File: src/rtl/core/cfb_pkg.sv
// ----------------------------------------------------------------------------
// cfb_pkg - shared types and constants of the command frame builder
// Request and response formats, job descriptor passed from the front end
// to the byte emitter, frame constants.
// ----------------------------------------------------------------------------
package cfb_pkg;

   // request commands
   localparam logic CMD_START   = 1'b0;
   localparam logic CMD_PAYLOAD = 1'b1;

   // frame constants
   localparam logic [7:0] HDR_BYTE     = 8'hAA;
   localparam logic [7:0] TAIL_BYTE    = 8'hDD;
   localparam logic [7:0] LEN_OVERHEAD = 8'd3;
   localparam logic [7:0] MAX_PAYLOAD  = 8'd252;

   // job queue between front end and emitter
   localparam int JOB_QUEUE_DEPTH = 4;
   localparam int JOB_PTR_WIDTH   = $clog2(JOB_QUEUE_DEPTH);
   localparam int JOB_CNT_WIDTH   = $clog2(JOB_QUEUE_DEPTH + 1);

   // byte positions within a frame, as walked by the emitter
   localparam logic [2:0] POS_HDR     = 3'd0;
   localparam logic [2:0] POS_LEN     = 3'd1;
   localparam logic [2:0] POS_OPCODE  = 3'd2;
   localparam logic [2:0] POS_ADDR_LO = 3'd3;
   localparam logic [2:0] POS_BODY    = 3'd4;   // address high byte or payload byte
   localparam logic [2:0] POS_SUM_LO  = 3'd5;
   localparam logic [2:0] POS_SUM_HI  = 3'd6;
   localparam logic [2:0] POS_TAIL    = 3'd7;

   typedef struct packed {
      logic        command;
      logic [7:0]  opcode;
      logic [15:0] station_address;
      logic [7:0]  payload_count;
      logic [7:0]  payload_byte;
   } req_type;

   typedef struct packed {
      logic [7:0] tx_byte;
      logic       frame_end;
      logic       error;
   } rsp_type;

   typedef enum logic [1:0] {
      JOB_ERROR  = 2'd0,
      JOB_HEADER = 2'd1,
      JOB_DATA   = 2'd2
   } job_kind_type;

   typedef struct packed {
      job_kind_type kind;
      logic         trailer;      // close the frame after this job's bytes
      logic [7:0]   length;
      logic [7:0]   opcode;
      logic [15:0]  address;
      logic [7:0]   data;
      logic [15:0]  sum;          // checksum to send if trailer is set
   } job_type;

endpackage

File: src/rtl/core/cfb_front.sv
// ----------------------------------------------------------------------------
// cfb_front - request classifier and frame state
// Accepts requests, checks the frame phase, keeps the running checksum and
// turns every request into one job descriptor for the emitter.
// ----------------------------------------------------------------------------
module cfb_front (
   input  logic             clock,
   input  logic             reset,
   input  logic             req_push,
   input  cfb_pkg::req_type req_data,
   input  logic             queue_full,
   output logic             req_full,
   output logic             job_push,
   output cfb_pkg::job_type job_data
);
   import cfb_pkg::*;

   logic        frame_open_ff, frame_open_in;
   logic [7:0]  remaining_ff, remaining_in;
   logic [15:0] sum_ff, sum_in;

   logic        accept;
   logic [7:0]  count_sat;
   logic [15:0] head_sum;
   logic [15:0] data_sum;
   logic        last_byte;

   assign req_full = queue_full;
   assign accept   = req_push && !queue_full;
   assign job_push = accept;

   // clamp the count and precompute both checksum updates
   assign count_sat = (req_data.payload_count > MAX_PAYLOAD) ? MAX_PAYLOAD
                                                             : req_data.payload_count;
   assign head_sum  = 16'(req_data.opcode) + 16'(req_data.station_address[7:0])
                    + 16'(req_data.station_address[15:8]);
   assign data_sum  = sum_ff + 16'(req_data.payload_byte);
   assign last_byte = (remaining_ff == 8'd1);

   // classify the request and build its job
   always_comb begin
      frame_open_in    = frame_open_ff;
      remaining_in     = remaining_ff;
      sum_in           = sum_ff;
      job_data         = '0;
      job_data.kind    = JOB_ERROR;
      job_data.opcode  = req_data.opcode;
      job_data.address = req_data.station_address;
      job_data.data    = req_data.payload_byte;
      job_data.length  = LEN_OVERHEAD + count_sat;
      if (req_data.command == CMD_START) begin
         if (!frame_open_ff) begin
            job_data.kind    = JOB_HEADER;
            job_data.trailer = (count_sat == 8'd0);
            job_data.sum     = head_sum;
            if (accept) begin
               frame_open_in = (count_sat != 8'd0);
               remaining_in  = count_sat;
               sum_in        = (count_sat == 8'd0) ? 16'd0 : head_sum;
            end
         end
      end else begin
         if (frame_open_ff) begin
            job_data.kind    = JOB_DATA;
            job_data.trailer = last_byte;
            job_data.sum     = data_sum;
            if (accept) begin
               frame_open_in = !last_byte;
               remaining_in  = remaining_ff - 8'd1;
               sum_in        = last_byte ? 16'd0 : data_sum;
            end
         end
      end
   end

   always_ff @(posedge clock) begin
      if (reset) begin
         frame_open_ff <= 1'b0;
         remaining_ff  <= '0;
         sum_ff        <= '0;
      end else begin
         frame_open_ff <= frame_open_in;
         remaining_ff  <= remaining_in;
         sum_ff        <= sum_in;
      end
   end

endmodule

File: src/rtl/core/cfb_queue.sv
// ----------------------------------------------------------------------------
// cfb_queue - job queue
// Small register FIFO of job descriptors that decouples the front end from
// the byte emitter and soaks up header and trailer bursts.
// ----------------------------------------------------------------------------
module cfb_queue (
   input  logic             clock,
   input  logic             reset,
   input  logic             push,
   input  cfb_pkg::job_type push_data,
   input  logic             pop,
   output logic             full,
   output logic             empty,
   output cfb_pkg::job_type head
);
   import cfb_pkg::*;

   job_type                  slot_ff [JOB_QUEUE_DEPTH];
   logic [JOB_PTR_WIDTH-1:0] wr_ptr_ff, wr_ptr_in;
   logic [JOB_PTR_WIDTH-1:0] rd_ptr_ff, rd_ptr_in;
   logic [JOB_CNT_WIDTH-1:0] count_ff, count_in;

   assign full  = (count_ff == JOB_CNT_WIDTH'(JOB_QUEUE_DEPTH));
   assign empty = (count_ff == '0);
   assign head  = slot_ff[rd_ptr_ff];

   // advance pointers and occupancy
   always_comb begin
      wr_ptr_in = wr_ptr_ff;
      rd_ptr_in = rd_ptr_ff;
      count_in  = count_ff;
      if (push) begin
         wr_ptr_in = (wr_ptr_ff == JOB_PTR_WIDTH'(JOB_QUEUE_DEPTH - 1)) ? '0
                                                                         : wr_ptr_ff + 1'b1;
      end
      if (pop) begin
         rd_ptr_in = (rd_ptr_ff == JOB_PTR_WIDTH'(JOB_QUEUE_DEPTH - 1)) ? '0
                                                                         : rd_ptr_ff + 1'b1;
      end
      if (push && !pop) begin
         count_in = count_ff + 1'b1;
      end else if (pop && !push) begin
         count_in = count_ff - 1'b1;
      end
   end

   always_ff @(posedge clock) begin
      if (reset) begin
         wr_ptr_ff <= '0;
         rd_ptr_ff <= '0;
         count_ff  <= '0;
      end else begin
         wr_ptr_ff <= wr_ptr_in;
         rd_ptr_ff <= rd_ptr_in;
         count_ff  <= count_in;
      end
   end

   // store the job
   always_ff @(posedge clock) begin
      if (push) begin
         slot_ff[wr_ptr_ff] <= push_data;
      end
   end

endmodule

File: src/rtl/core/cfb_back.sv
// ----------------------------------------------------------------------------
// cfb_back - byte emitter
// Walks the head job of the queue one wire byte per cycle while the consumer
// pops, holding each byte in an output register until the consumer pops it.
// ----------------------------------------------------------------------------
module cfb_back (
   input  logic             clock,
   input  logic             reset,
   input  cfb_pkg::job_type head,
   input  logic             head_empty,
   output logic             head_pop,
   output logic             rsp_empty,
   input  logic             rsp_pop,
   output cfb_pkg::rsp_type rsp_data
);
   import cfb_pkg::*;

   logic [2:0] step_ff, step_in;
   logic       out_valid_ff, out_valid_in;
   rsp_type    out_ff, out_in;

   logic       advance;
   logic [2:0] pos;
   logic       last;

   assign rsp_empty = !out_valid_ff;
   assign rsp_data  = out_ff;
   assign advance   = !head_empty && (!out_valid_ff || rsp_pop);

   // position within the frame and end of this job
   always_comb begin
      pos  = ((head.kind == JOB_DATA) ? POS_BODY : POS_HDR) + step_ff;
      last = (head.kind == JOB_ERROR) ||
             (head.trailer ? (pos == POS_TAIL) : (pos == POS_BODY));
   end

   assign head_pop = advance && last;

   // select the byte for this position
   always_comb begin
      out_in           = '0;
      out_in.frame_end = 1'b0;
      if (head.kind == JOB_ERROR) begin
         out_in.error = 1'b1;
      end else begin
         case (pos)
            POS_HDR:     out_in.tx_byte = HDR_BYTE;
            POS_LEN:     out_in.tx_byte = head.length;
            POS_OPCODE:  out_in.tx_byte = head.opcode;
            POS_ADDR_LO: out_in.tx_byte = head.address[7:0];
            POS_BODY:    out_in.tx_byte = (head.kind == JOB_DATA) ? head.data
                                                                  : head.address[15:8];
            POS_SUM_LO:  out_in.tx_byte = head.sum[7:0];
            POS_SUM_HI:  out_in.tx_byte = head.sum[15:8];
            POS_TAIL: begin
               out_in.tx_byte   = TAIL_BYTE;
               out_in.frame_end = 1'b1;
            end
            default:     out_in.tx_byte = '0;
         endcase
      end
   end

   // advance the step and the output register
   always_comb begin
      step_in      = step_ff;
      out_valid_in = out_valid_ff;
      if (advance) begin
         step_in      = last ? 3'd0 : step_ff + 3'd1;
         out_valid_in = 1'b1;
      end else if (rsp_pop) begin
         out_valid_in = 1'b0;
      end
   end

   always_ff @(posedge clock) begin
      if (reset) begin
         step_ff      <= '0;
         out_valid_ff <= 1'b0;
      end else begin
         step_ff      <= step_in;
         out_valid_ff <= out_valid_in;
      end
   end

   always_ff @(posedge clock) begin
      if (advance) begin
         out_ff <= out_in;
      end
   end

endmodule

File: src/rtl/core/command_frame_builder_sum_check_top.sv
// ----------------------------------------------------------------------------
// command_frame_builder_sum_check_top - command frame builder with sum check
// Turns start and payload requests into framed wire bytes with a 16-bit
// additive checksum and a tail byte.
// ----------------------------------------------------------------------------
// A request is taken in any cycle in which the job queue (four entries) has
// room; the front end classifies it and updates the frame state in that same
// cycle. The emitter sends one wire byte per cycle while the receiver pops,
// so its output port sets the rate: a payload request is one byte (four when
// it closes the frame), a start request five (eight with a zero count), an
// out of phase request one error result. A request's first byte passes the
// job queue and the emitter's output register to the response port. Payload
// requests run at one per cycle while the receiver pops; the queue absorbs
// header and trailer bursts and pushes back through req_full when it fills.
module command_frame_builder_sum_check_top (
   input  logic             clock,
   input  logic             reset,
   input  logic             req_push,
   output logic             req_full,
   input  cfb_pkg::req_type req_data,
   output logic             rsp_empty,
   input  logic             rsp_pop,
   output cfb_pkg::rsp_type rsp_data
);
   import cfb_pkg::*;

   logic    job_push;
   job_type job_in;
   logic    queue_full;
   logic    queue_empty;
   logic    queue_pop;
   job_type queue_head;

   cfb_front u_front (
      .clock      (clock),
      .reset      (reset),
      .req_push   (req_push),
      .req_data   (req_data),
      .queue_full (queue_full),
      .req_full   (req_full),
      .job_push   (job_push),
      .job_data   (job_in)
   );

   cfb_queue u_queue (
      .clock     (clock),
      .reset     (reset),
      .push      (job_push),
      .push_data (job_in),
      .pop       (queue_pop),
      .full      (queue_full),
      .empty     (queue_empty),
      .head      (queue_head)
   );

   cfb_back u_back (
      .clock      (clock),
      .reset      (reset),
      .head       (queue_head),
      .head_empty (queue_empty),
      .head_pop   (queue_pop),
      .rsp_empty  (rsp_empty),
      .rsp_pop    (rsp_pop),
      .rsp_data   (rsp_data)
   );

   // the emitter never retires a job that is not there
   a_pop_nonempty: assert property (@(posedge clock) disable iff (reset)
      queue_pop |-> !queue_empty)
      else $error("job queue popped while empty");

   // a frame end response always carries the tail byte
   a_tail_byte: assert property (@(posedge clock) disable iff (reset)
      (!rsp_empty && rsp_data.frame_end) |-> (rsp_data.tx_byte == TAIL_BYTE && !rsp_data.error))
      else $error("frame end without tail byte");

   // an error response carries a zero byte and never closes a frame
   a_error_clean: assert property (@(posedge clock) disable iff (reset)
      (!rsp_empty && rsp_data.error) |-> (rsp_data.tx_byte == 8'd0 && !rsp_data.frame_end))
      else $error("error response with data");

   // a job the front end pushes shows up in the queue the next cycle
   a_push_lands: assert property (@(posedge clock) disable iff (reset)
      job_push |=> !queue_empty)
      else $error("pushed job missing from queue");

endmodule

File: config.mk
export PLATFORM = sky130hd
export DESIGN_NAME = command_frame_builder_sum_check_top
export DESIGN_NICKNAME = d
export VERILOG_FILES = /design/src/rtl/core/cfb_pkg.sv /design/src/rtl/core/cfb_front.sv /design/src/rtl/core/cfb_queue.sv /design/src/rtl/core/cfb_back.sv /design/src/rtl/core/command_frame_builder_sum_check_top.sv
export SDC_FILE = /design/constraint.sdc
export NUM_CORES = 1
export LEC_CHECK = 0
export BUFFER_PORTS_ARGS = -buffer_cell sky130_fd_sc_hd__buf_2
export CAP_MARGIN = 20
export CORE_UTILIZATION = 57
export CTS_CLUSTER_SIZE = 40
export DETAILED_ROUTE_END_ITERATION = 16
export GPL_ROUTABILITY_DRIVEN = 0
export PLACE_DENSITY = 0.75
export SLEW_MARGIN = 10
export SYNTH_ARGS = -nofsm -noshare
export SYNTH_HDL_FRONTEND = slang
export SYNTH_HIERARCHICAL = 1
export SYNTH_SLANG_ARGS = --single-unit
File: constraint.sdc
create_clock -name clock -period 3.7 [get_ports clock]
set_clock_uncertainty 0.2 [all_clocks]
set_input_delay 0.74 -clock clock [delete_from_list [all_inputs] [get_ports clock]]
set_output_delay 0.74 -clock clock [all_outputs]
set_load 0.005 [all_outputs]
=== Word level (Yosys, flattened, before mapping) ===
Memory sizes are Yosys's and may differ from the RTL's. A register that Yosys moved wholly into a read port is not among the register bits.
Index checks and enable logic that the tools add are counted.

* RAM bits: 236
* Input bits: 45
* Bits in registers: 46
* Memory bits (read-only): 0
* Bits in latches: 0
* Logic and storage cells: 102
* Memories kept: 1

{| class="wikitable"
|+ Memory list
! name !! words !! width !! rd ports !! clocked after memory_dff !! wr ports !! RTL line !! RTL
|-
| u_queue.slot_ff || 4 || 59 || 1 || 1 || 1 || cfb_queue.sv:18 || <nowiki>job_type slot_ff [JOB_QUEUE_DEPTH];</nowiki>
|}

* Add/subtract/negate cells: 11
* Divide/modulo/power cells: 0
* Multipliers: 0
* Reduce and logical (&&, ||, !) cells: 22
* Order comparisons: 1
* Equal/unequal tests: 15
* Muxes and demuxes: 41
* Bitwise gates (word level): 0
* Shift operators: 0

{| class="wikitable"
|+ Operator list
! cell !! number
|-
| $mux W16 || 10
|-
| $pmux W8 S8 || 1
|-
| $mux W8 || 7
|-
| $add A16 B8 Y16 || 2
|-
| $mux W3 || 6
|-
| $eq A3 B3 Y1 const B || 5
|-
| $mux W1 || 12
|-
| $mux W2 || 5
|-
| $add A8 B8 Y9 || 1
|-
| $add A2 B8 Y8 const A || 1
|-
| $eq A8 B1 Y1 const B || 1
|-
| $gt A8 B8 Y1 const B || 1
|-
| $logic_not A8 Y1 || 1
|-
| $reduce_bool A8 Y1 || 1
|-
| $sub A8 B1 Y8 const B || 1
|-
| $add A3 B1 Y3 const B || 2
|-
| $eq A2 B2 Y1 const B || 3
|-
| $eq A3 B2 Y1 const B || 2
|-
| $logic_not A1 Y1 || 6
|-
| $logic_not A3 Y1 || 2
|-
| $reduce_bool A2 Y1 || 3
|-
| $logic_and A1 B1 Y1 || 5
|-
| $add A2 B1 Y2 const B || 2
|-
| $ne A2 B1 Y1 const B || 2
|-
| 7 further kinds || 8
|}

=== Depth between registers and ports, before layout ===
* Depth after elaboration: 10
* Gate-level depth with buffers: 13
* Depth with buffers taken out: 12

=== Modules after synthesis ===
Netlist, hierarchy kept.

{| class="wikitable"
|+ Modules (own cells, without submodules)
! module !! area an instance (um2) !! instances !! sequential area each (um2) !! cells an instance
|-
| cfb_queue || 8,967.4 || 1 || 7,267.0 || 353
|-
| cfb_front || 2,940.3 || 1 || 500.5 || 374
|-
| cfb_back || 1,234.9 || 1 || 380.4 || 147
|}

=== Worst setup path before layout ===
OpenSTA, ideal clock, no wires.

* Path type: input -> register
* Start point: input port req_data[11] (netlist bit)
* End point: register u_front.sum_ff[7]
* Slack: 317 ps
* Data arrival time: 3,055 ps
* Setup time: 128 ps
* Stages: 10
* Required time: 3,372 ps
* Cell sequence: clkbuf_1 -> and3_1 -> nand4_1 -> nand2_1 -> ha_1 -> or4b_4 -> o41a_4 -> and4b_1 -> o31ai_1 -> o31ai_1

* Cells in the longest elaborated chain, start to end: 7

{| class="wikitable"
|+ RTL lines
! element !! RTL line !! RTL
|-
| start: declaration || command_frame_builder_sum_check_top.sv:20 || <nowiki>input cfb_pkg::req_type req_data,</nowiki>
|-
| $gt A8 B8 Y1 || cfb_front.sv:33 || <nowiki>assign count_sat = (req_data.payload_count > MAX_PAYLOAD) ? MAX_PAYLOAD</nowiki>
|-
| $mux W8 (*) || cfb_front.sv:33 ||
|-
| $logic_not A8 Y1 (*) || cfb_front.sv:59 || <nowiki>sum_in = (count_sat == 8'd0) ? 16'd0 : head_sum;</nowiki>
|-
| $mux W16 (*) || cfb_front.sv:59 ||
|-
| $mux W16 (*) || cfb_front.sv:56 || <nowiki>if (accept) begin</nowiki>
|-
| $mux W16 (*) || cfb_front.sv:52 || <nowiki>if (!frame_open_ff) begin</nowiki>
|-
| $mux W16 (*) || cfb_front.sv:51 || <nowiki>if (req_data.command == CMD_START) begin</nowiki>
|-
| end signal: assignment || cfb_front.sv:84 || <nowiki>sum_ff <= sum_in;</nowiki>
|-
| end: declaration || cfb_front.sv:20 || <nowiki>logic [15:0] sum_ff, sum_in;</nowiki>
|}

Mark *: on every way between the ends. The rest lies on a longest branch, timed or not. The select of a mux whose other input is x is not followed.
A chain may end at the register's enable or synchronous reset.

==> flow_metrics.py <==
metrics = {
    "power": {
        "swShare_pct": 29.3,
        "internal-power_w": 0.00691,
        "p_sw_w": 0.00287,
        "leakagePower_nw": 4.95,
        "ir_drop_mv": 0.339,
        "combPwrFrac_pct": 28.0,
        "cellPowerDensity_nw_per_um2": 675,
        "p_clk_share_pct": 30.2,
        "seq_power_share_pct": 41.7,
    },
    "clock_network": {
        "ctsHoldBuffers": 0,
        "cts-root-buf": "clkbuf_16",
        "ctsResizeCount": 0,
        "cts_inserted_buffers": 29,
        "cts_max_path_buffers": 3,
        "cts_setup_buffers": 0,
        "h-tree-depth": 1,
        "insertion_delay_ps": 540,
        "clk_pin_slew_ps": 60,
        "cts.sinks": 284,
        "cts_tree": "built",
    },
    "sta": {
        "worst_pin_slew_ps": 947,
        "fmax_mhz": 314,
        "period_needed_ps": 3180,
        "fin_crit_sh_pct": 86.0,
        "rsz0062_at_grt": "false",
        "finalSetupViolations": 0,
        "hold_viol_final": 0,
        "slew_headroom_pct": 36.2,
        "finalMaxSlewViolations": 0,
        "tns_ps": 0,
    },
    "logic_synthesis": {
        "syn_avg_cell_area_um2": 15.0,
        "post_synth_mux_area_share_pct": 11.3,
        "ys_types": 79,
        "synthesis.nets": 958,
        "synthAdderAreaFrac_pct": 4.34,
        "synth_edf_count": 246,
        "yosys.area_share.simple_pct": 6.78,
        "synth_top_family_by_area": "multiplexers",
        "ys_seq_elements": 284,
        "synth_compound_area_share_pct": 9.23,
        "ys_warn_count": 6,
        "synthFlopType": "edfxtp_1",
        "syn_inst": 874,
        "synth-seq-area-share_pct": 62.0,
        "yosys.area_share.xor_xnor_pct": 1.68,
        "synth_area_um2": 13100,
        "async_flop_share_pct": 0,
    },
    "layout": {
        "finalNetCount": 995,
        "multi_input_area_um2": 4380,
        "ff_latch_area_um2": 8150,
        "diodes": 0,
        "area_growth_pct": 10.3,
        "drive_gt1_share_pct": 23.3,
        "final.fill_count": 1592,
        "stdcell_area_um2": 14500,
    },
    "floorplanning": {
        "die-height_um": 154,
        "row_count": 55,
        "dieArea_um2": 23700,
        "start_util_pct": 58.0,
        "die_w_um": 154,
        "pin_count": 57,
        "core_area_um2": 22600,
    },
    "outcome": {
        "status": "complete, no violations",
    },
    "place": {
        "dp_hpwl_um": 18900,
        "dpl-instance-area_um2": 13500,
        "port_buffers": 56,
    },
    "global_route": {
        "grt_pass1_wl_um": 43500,
        "grt_start_max_net_pins": 36,
        "grt_usage_pct": 24.3,
        "antenna_found_initial": 0,
        "grt_pass1_vias": 7635,
        "grt_overflow_total": 0,
    },
    "critical_path": {
        "arrival_ps": 3450,
        "crit_required_ps": 3970,
        "crit_fanout": 5,
        "criticalPathCategory": "flop to flop",
        "cp-start-kind": "flop",
        "critPathCaptureType": "flop",
    },
    "hold_path": {
        "hp-class": "input pin to flop",
    },
    "route": {
        "wl_um": 27900,
        "drc": 0,
        "postRouteAntennaNets": 0,
        "vias": 7721,
        "post_drt_wl_per_cell_um": 22.9,
        "vias_per_cell": 6.34,
        "dr.pass1.iters": 7,
        "drt_iter0_markers": 728,
    },
    "flow_run": {
        "drv_cap": 0,
    },
}
## worst paths after layout
check,depth (start not counted),start,end,slack [ps]
max reg2reg,11,flop,u_queue/count_ff[2]$_SDFFE_PP0P_,520
max,11,flop,u_queue/count_ff[2]$_SDFFE_PP0P_,520
min reg2reg,1,u_front/frame_open_ff$_SDFF_PP0_,u_front/remaining_ff[0]$_SDFFE_PP0P_,300
min,1,req_data[31],u_queue/slot_ff[3][39]$_DFFE_PP_,230
## through the flow
stage,std cells,hold slack (ps),setup slack (ps),power (W),utilization (%)
2_1_floorplan,874,246,317,0.00615,-
3_3_place_gp,1165,276,212,0.00683,59.8
3_5_place_dp,1165,279,137,0.00687,59.8
4_1_cts,1218,216,508,0.00982,64.0
5_1_grt,1218,224,418,0.0102,64.0
6_report,1218,231,518,0.00978,64.0
## cells in the final DEF (no fill, tap or decap), types with 10 or more instances in the layout
master	n
buf_4	24
buf_2	56
clkbuf_16	29
ha_1	28
o21ai_0	38
xor2_1	10
a31oi_1	16
fa_1	11
edfxtp_1	246
mux4_2	59
inv_1	29
and3_1	13
xnor2_1	12
nor2_1	40
dfxtp_1	36
a21oi_1	36
nand2_1	34
nand3_1	24
## kinds of logic after synthesis
logic type / Yosys count
buffers and inverters: 108
adder cells (fa/ha/maj): 39
AO/OA/AOI/OAI: 176
XOR/XNOR: 23
multiplexers: 73
AND/OR/NAND/NOR: 171
flip-flops: 284
## synth_stat cells, types with 4 or more instances
master	n	area share, %
fa_1	11	1.7
or4_1	5	0.29
nor3b_1	4	0.23
nor2_1	40	1.1
or3_1	7	0.33
o21a_1	7	0.40
a221oi_1	8	0.53
dfxtp_1	38	5.8
a211oi_1	6	0.34
a21oi_1	36	1.4
and3_1	13	0.62
nor3_1	9	0.34
nand2_1	34	0.97
nand4_1	5	0.24
mux2_2	5	0.43
and2_1	5	0.24
mux4_2	59	10
a41oi_1	5	0.33
a21boi_0	4	0.23
a31oi_1	16	0.76
xnor2_1	12	0.80
buf_2	11	0.42
o22ai_1	6	0.29
inv_1	29	0.83
clkbuf_1	24	0.69
nand3_1	24	0.91
a22oi_1	4	0.23
or2_2	4	0.19
o21ai_0	38	1.4
o211ai_1	6	0.34
buf_4	37	2.1
nand3b_1	4	0.23
mux2i_1	8	0.61
ha_1	28	2.7
a22o_1	5	0.33
edfxtp_1	246	56
xor2_1	10	0.67
## sequential cells by signal, summed over array words and instances (netlist names), named ones only
name	flops
u_front/sum_ff	16
u_front/frame_open_ff	1
u_queue/slot_ff	236
u_queue/wr_ptr_ff	2
u_back/step_ff	3
u_back/rsp_data	10
u_front/remaining_ff	8
u_queue/rd_ptr_ff	2
u_queue/count_ff	3
u_back/out_valid_ff	1
## area by class of cell
cell class	instances	area share (%)
tap	285	2.46
inverter	31	0.837
timing repair buffer	83	3.59
clock buffer	33	5.11
multi-input combinational	482	30.2
sequential	284	56.2
clock inverter	20	1.58
## power groups by stage
stage	clock, W	combinational, W	sequential (W)
floorplan	0	0.00205	0.00410
finish	0.00296	0.00274	0.00408
global route	0.00312	0.00295	0.00411
detailed placement	0	0.00272	0.00414
CTS	0.00299	0.00274	0.00408
global placement	0	0.00270	0.00413
## layer usage
| metal | up-vias | track usage [%] | share of wire [%] |
|---|---|---|---|
| li1 | 3488 | - | - |
| met1 | 3857 | 34.3 | 43 |
| met2 | 328 | 38.9 | 48 |
| met3 | 48 | 4.37 | 7.4 |
| met4 | 0 | 7.33 | 2.4 |
| met5 | - | 0 | 0 |
## critical path, stage by stage (launching register included)
cell and delay, ps:
dfxtp_4 390, mux4_2 560, mux2i_1 170, a21oi_1 60, o21a_1 240, inv_1 130
ha_1 210, inv_1 80, fa_1 440, xor2_1 160, or3_1 320, a21oi_1 140
No activity file was read; power rests on OpenSTA's default activity.
